`src/sv/tbp_pkg.sv`:
```
// Shared types and constants for the tournament branch predictor.
`default_nettype none

package tbp_pkg;

    // 2-bit saturating counter
    typedef logic [1:0] ctr_t;

    localparam ctr_t CTR_RESET = 2'd3;
    localparam ctr_t CTR_MAX   = 2'd3;
    localparam ctr_t CTR_MIN   = 2'd0;

    typedef enum logic [1:0] {
        MODE_ALWAYS     = 2'd0,
        MODE_LOCAL      = 2'd1,
        MODE_GSHARE     = 2'd2,
        MODE_TOURNAMENT = 2'd3
    } mode_t;

    typedef struct packed {
        logic [31:0] branch_address;
        logic        branch_taken;
    } branch_t;

    typedef struct packed {
        logic predicted_taken;
        logic local_predicted;
        logic global_predicted;
        logic chooser_picks_global;
        logic prediction_correct;
    } result_t;

    // Counters read from the tables for one branch, plus its outcome
    typedef struct packed {
        ctr_t local_ctr;
        ctr_t gshare_ctr;
        ctr_t chooser_ctr;
        logic taken;
    } lookup_t;

    // Result and write-back values for one branch
    typedef struct packed {
        result_t res;
        ctr_t    local_next;
        ctr_t    gshare_next;
        ctr_t    chooser_next;
        logic    local_we;
        logic    gshare_we;
        logic    chooser_we;
    } train_t;

endpackage

`default_nettype wire

```
`src/sv/tbp_train.sv`:
```
// Prediction select and counter/chooser update for one branch.
`default_nettype none

module tbp_train
    import tbp_pkg::*;
(
    input  mode_t   mode,
    input  lookup_t lk,
    output train_t  tr
);

    function automatic ctr_t sat_up(input ctr_t c);
        return (c == CTR_MAX) ? CTR_MAX : c + 2'd1;
    endfunction

    function automatic ctr_t sat_down(input ctr_t c);
        return (c == CTR_MIN) ? CTR_MIN : c - 2'd1;
    endfunction

    logic lpred;
    logic gpred;
    logic pick_g;
    logic pred;
    ctr_t chooser_upd;

    assign lpred  = lk.local_ctr[1];
    assign gpred  = lk.gshare_ctr[1];
    assign pick_g = lk.chooser_ctr[1];

    // Select the reported prediction
    always_comb
    begin
        case (mode)
            MODE_LOCAL:      pred = lpred;
            MODE_GSHARE:     pred = gpred;
            MODE_TOURNAMENT: pred = pick_g ? gpred : lpred;
            default:         pred = 1'b1;
        endcase
    end

    // Chooser: move toward the component that was right
    always_comb
    begin
        if (pick_g)
        begin
            if (lk.taken)
                chooser_upd = gpred ? sat_up(lk.chooser_ctr)
                            : (lpred ? sat_down(lk.chooser_ctr) : lk.chooser_ctr);
            else
                chooser_upd = (gpred && !lpred) ? sat_down(lk.chooser_ctr)
                            : sat_up(lk.chooser_ctr);
        end
        else
        begin
            if (lk.taken)
                chooser_upd = lpred ? sat_down(lk.chooser_ctr)
                            : (gpred ? sat_up(lk.chooser_ctr) : lk.chooser_ctr);
            else
                chooser_upd = (lpred && !gpred) ? sat_up(lk.chooser_ctr)
                            : sat_down(lk.chooser_ctr);
        end
    end

    // Pack result and write-back values
    always_comb
    begin
        tr.res.predicted_taken      = pred;
        tr.res.local_predicted      = lpred;
        tr.res.global_predicted     = gpred;
        tr.res.chooser_picks_global = pick_g;
        tr.res.prediction_correct   = (pred == lk.taken);
        tr.local_next   = lk.taken ? sat_up(lk.local_ctr) : sat_down(lk.local_ctr);
        tr.gshare_next  = lk.taken ? sat_up(lk.gshare_ctr) : sat_down(lk.gshare_ctr);
        tr.chooser_next = chooser_upd;
        tr.local_we     = (mode == MODE_LOCAL) || (mode == MODE_TOURNAMENT);
        tr.gshare_we    = (mode == MODE_GSHARE) || (mode == MODE_TOURNAMENT);
        tr.chooser_we   = (mode == MODE_TOURNAMENT);
    end

endmodule

`default_nettype wire

```
`config.mk`:
```
export PLATFORM = sky130hd
export DESIGN_NAME = tbp_train
export DESIGN_NICKNAME = d
export VERILOG_FILES = /design/src/sv/tbp_pkg.sv /design/src/sv/tbp_train.sv
export SDC_FILE = /design/constraint.sdc
export NUM_CORES = 1
export LEC_CHECK = 0
export CAP_MARGIN = 20
export CORE_AREA = 2 2 39 41
export DETAILED_ROUTE_END_ITERATION = 8
export DIE_AREA = 0 0 41 43
export DONT_BUFFER_PORTS = 1
export PLACE_DENSITY = 0.38
export SLEW_MARGIN = 20
export SYNTH_ARGS = -nofsm -noshare
export SYNTH_HDL_FRONTEND = slang
export SYNTH_SLANG_ARGS = --single-unit
```
`constraint.sdc`:
```
create_clock -name vclk -period 0.8
set_input_delay 0 -clock vclk [all_inputs]
set_output_delay 0 -clock vclk [all_outputs]
set_load 0.005 [all_outputs]
```
; After elaboration in Yosys (flattened, before gate mapping)
; Cells that the tools add are included.
[totals]
ram_bits = 0
romBits = 0
memories = 0
inputBits = 9
latchBits = 0
regBits = 0
[classes]
reduce_logical = 9
n_mul = 0
n_eq_ne = 7
addsub = 6
n_bitwise = 0
magnitude_cmp = 0
shift = 0
div = 0
muxes = 19
[op_table]
columns = op, count
row1 = 2-bit 2-to-1 mux, 17
row2 = 2-bit == test (second input constant), 5
row3 = 2-bit by 1-bit adder with 2-bit output (second input constant), 3
row4 = 2-bit logical NOT, 3
row5 = 2-bit by 1-bit subtractor with 2-bit output (second input constant), 3
row6 = 1-bit one-hot mux with 3 select lines, 1
row7 = 2-bit by 1-bit == test with 1-bit output (second input constant), 1
row8 = 1-bit logical AND, 2
row9 = 1-bit logical NOT, 2
row10 = 1-bit logical OR, 2
row11 = 1-bit == test, 1
row12 = 1-bit 2-to-1 mux, 1

; Longest topological paths before layout
[depth]
word_depth = 6
ltp_mapped = 4
depth_no_buf = 3

; Worst setup path after synthesis
; OpenSTA, ideal clock, no wires.
[synth_timing]
kind = input to output
start = in lk[6] in the netlist's numbering
end = out tr[4] in the netlist's numbering
path_stages = 4
path_slack_ps = 219
path_buffers = 1
arrival_ps = 581
required_ps = 800
cell_sequence = buf_2 -> nor2b_1 -> a31oi_1 -> o211a_1
[synth_lines]
columns = element, line
row1 = start: declaration, tbp_train.sv:8  ; input lookup_t lk,
row2 = end: declaration, tbp_train.sv:9  ; output train_t tr

==> metrics <==
die height 43 um; most frequent cells after synthesis a21oi_1, inv_1, buf_4; DRT Pass-1 Iters 2; clock buffers 0; nets@finish 46; Mapped Avg Cell Area around 6.0 um^2; Synth area leaders a21oi_1, buf_4, inv_1; met1 Use GR 0.0728; Final Instance Area 230 um^2; Netlist cell types 22; vias in the first global route 218; final hold violations 0; layout cells sized above 1 0.0857; GP Congestion 0.542; largest net degree at the start of global routing 12; status completed; Die Footprint 1760 um^2; # Max-Cap Violations 0; met2 global-route usage 0.0969; total track usage 0.0619; most heavily used metal layer in global routing met2; Std-Cell Rows 14; antenna violations before repair 0; drt wl/cell approximately 13 um; Initial Utilization 0.186; most common cell in the synthesized netlist a21oi_1; Core ar. ~1400 um^2; # diodes 0; arrival time of the worst setup path 0.53 ns; Tmin final 0.527 ns; HPWL after detailed placement 507 um; Area growth, synth to finish -10.7%; First DRT Iteration DRCs 2; met3 usage 0.0419; Synthesized Nets 52; final period utilization 0.659; Via density 4.98; Worst Path Required 0.80 ns; fillcell total 164; largest area contributor in the netlist a21oi_1; CP Max Fanout 9; pwr dens 425 nW/um^2; CTS resizes 0; CP Class primary input to output port; HP Start lk[2]; number of routed nets with antenna violations 0; RSZ-0062 raised after global routing no; Synth top area share 0.155; worst hold slack 0.00000388 ns; post-CTS setup buffer count 0; vias 254; Die X 41 um; grt total ovfl 0; setup_tns 0 ns; final wirelength approximately 640 um; worst rel slew slack 0.850; # hold bufs at CTS 0; Hold Path Stages 0; worst-margin pin slew 0.226 ns; Final setup viols 0; first-pass GRT wire length ~820 um; # IOs 23; Lkg Pwr between 0.08 and 0.09 nW; startpoint types primary input; Yosys Warn Count 0; Hold Path End tr[10]; multi-input logic area 191 um^2; Crit. End Element output port; Seq/Total Area, Yosys 0; Area after DPL 230 um^2; Post-Synthesis Cells 43; Slew Limit Fails 0; fmax 1.90 GHz; FF+latch area 0 um^2; Port Buf Inserts 0; worst vdd ir 48.5 uV; Mapped Area about 260 um^2; Seq Cell Count 0; # DRC 0; Min-Delay Path Class primary input to output port
==> where the power goes <==
part / internal, mW / leakage [nW] / switching, mW
Sequential: 0 / 0 / 0
Combinational: 0.0477 / 0.0893 / 0.0500
Clock: 0 / 0 / 0
==> final cells by class <==
cell class,count,area share
Inverter,5,0.0815
Multi-Input combinational cell,30,0.832
Tap cell,16,0.0870
==> metrics by stage <==
stage | worst slack, ns | total power, mW | utilization | cells
after floorplan | 0.219 | 0.121 | - | 43
after global placement | 0.268 | 0.0992 | 0.166 | 51
after detailed placement | 0.264 | 0.0987 | 0.166 | 51
after CTS | 0.263 | 0.0995 | 0.166 | 51
after global routing | 0.246 | 0.108 | 0.166 | 51
final | 0.273 | 0.0978 | 0.166 | 51
==> placed cells by master (no fill, tap or decap), drive strengths merged <==
cell type  instances
a21oi              8
a22oi              1
a31oi              1
a32oi              1
and2               1
inv                5
nand2              2
nand2b             2
nand3              1
nor2               3
nor2b              3
o211a              1
o211ai             1
o21ai              2
o221ai             1
o32a               1
xnor2              1
==> critical path, cell delays in order <==
cell and delay (ns):
nand2b_1 0.13, a32oi_2 0.23, xnor2_1 0.17
==> worst max path at each step <==
stage | start | end | slack (ns) | depth (start not counted)
6_report | lk[2] | tr[9] | 0.27 | 3
5_1_grt | lk[1] | tr[3] | 0.25 | 3
4_1_cts | lk[2] | tr[9] | 0.26 | 3
3_5_place_dp | lk[2] | tr[9] | 0.26 | 3
3_3_place_gp | lk[2] | tr[9] | 0.27 | 3
2_1_floorplan | lk[6] | tr[4] | 0.22 | 4
==> logic make-up after synthesis <==
logic type / after synthesis / synth area share
AND/OR/NAND/NOR: 12 / 0.257
buffers and inverters: 13 / 0.257
AO/OA/AOI/OAI: 17 / 0.452
XOR/XNOR: 1 / 0.0340
==> routing by layer <==
metal,share of wire,wire length [um]
met1,0.40,259
met3,0.16,102
met5,0,0
met4,0,0
met2,0.43,278
Note: power is estimated with default switching activity, not from simulation.
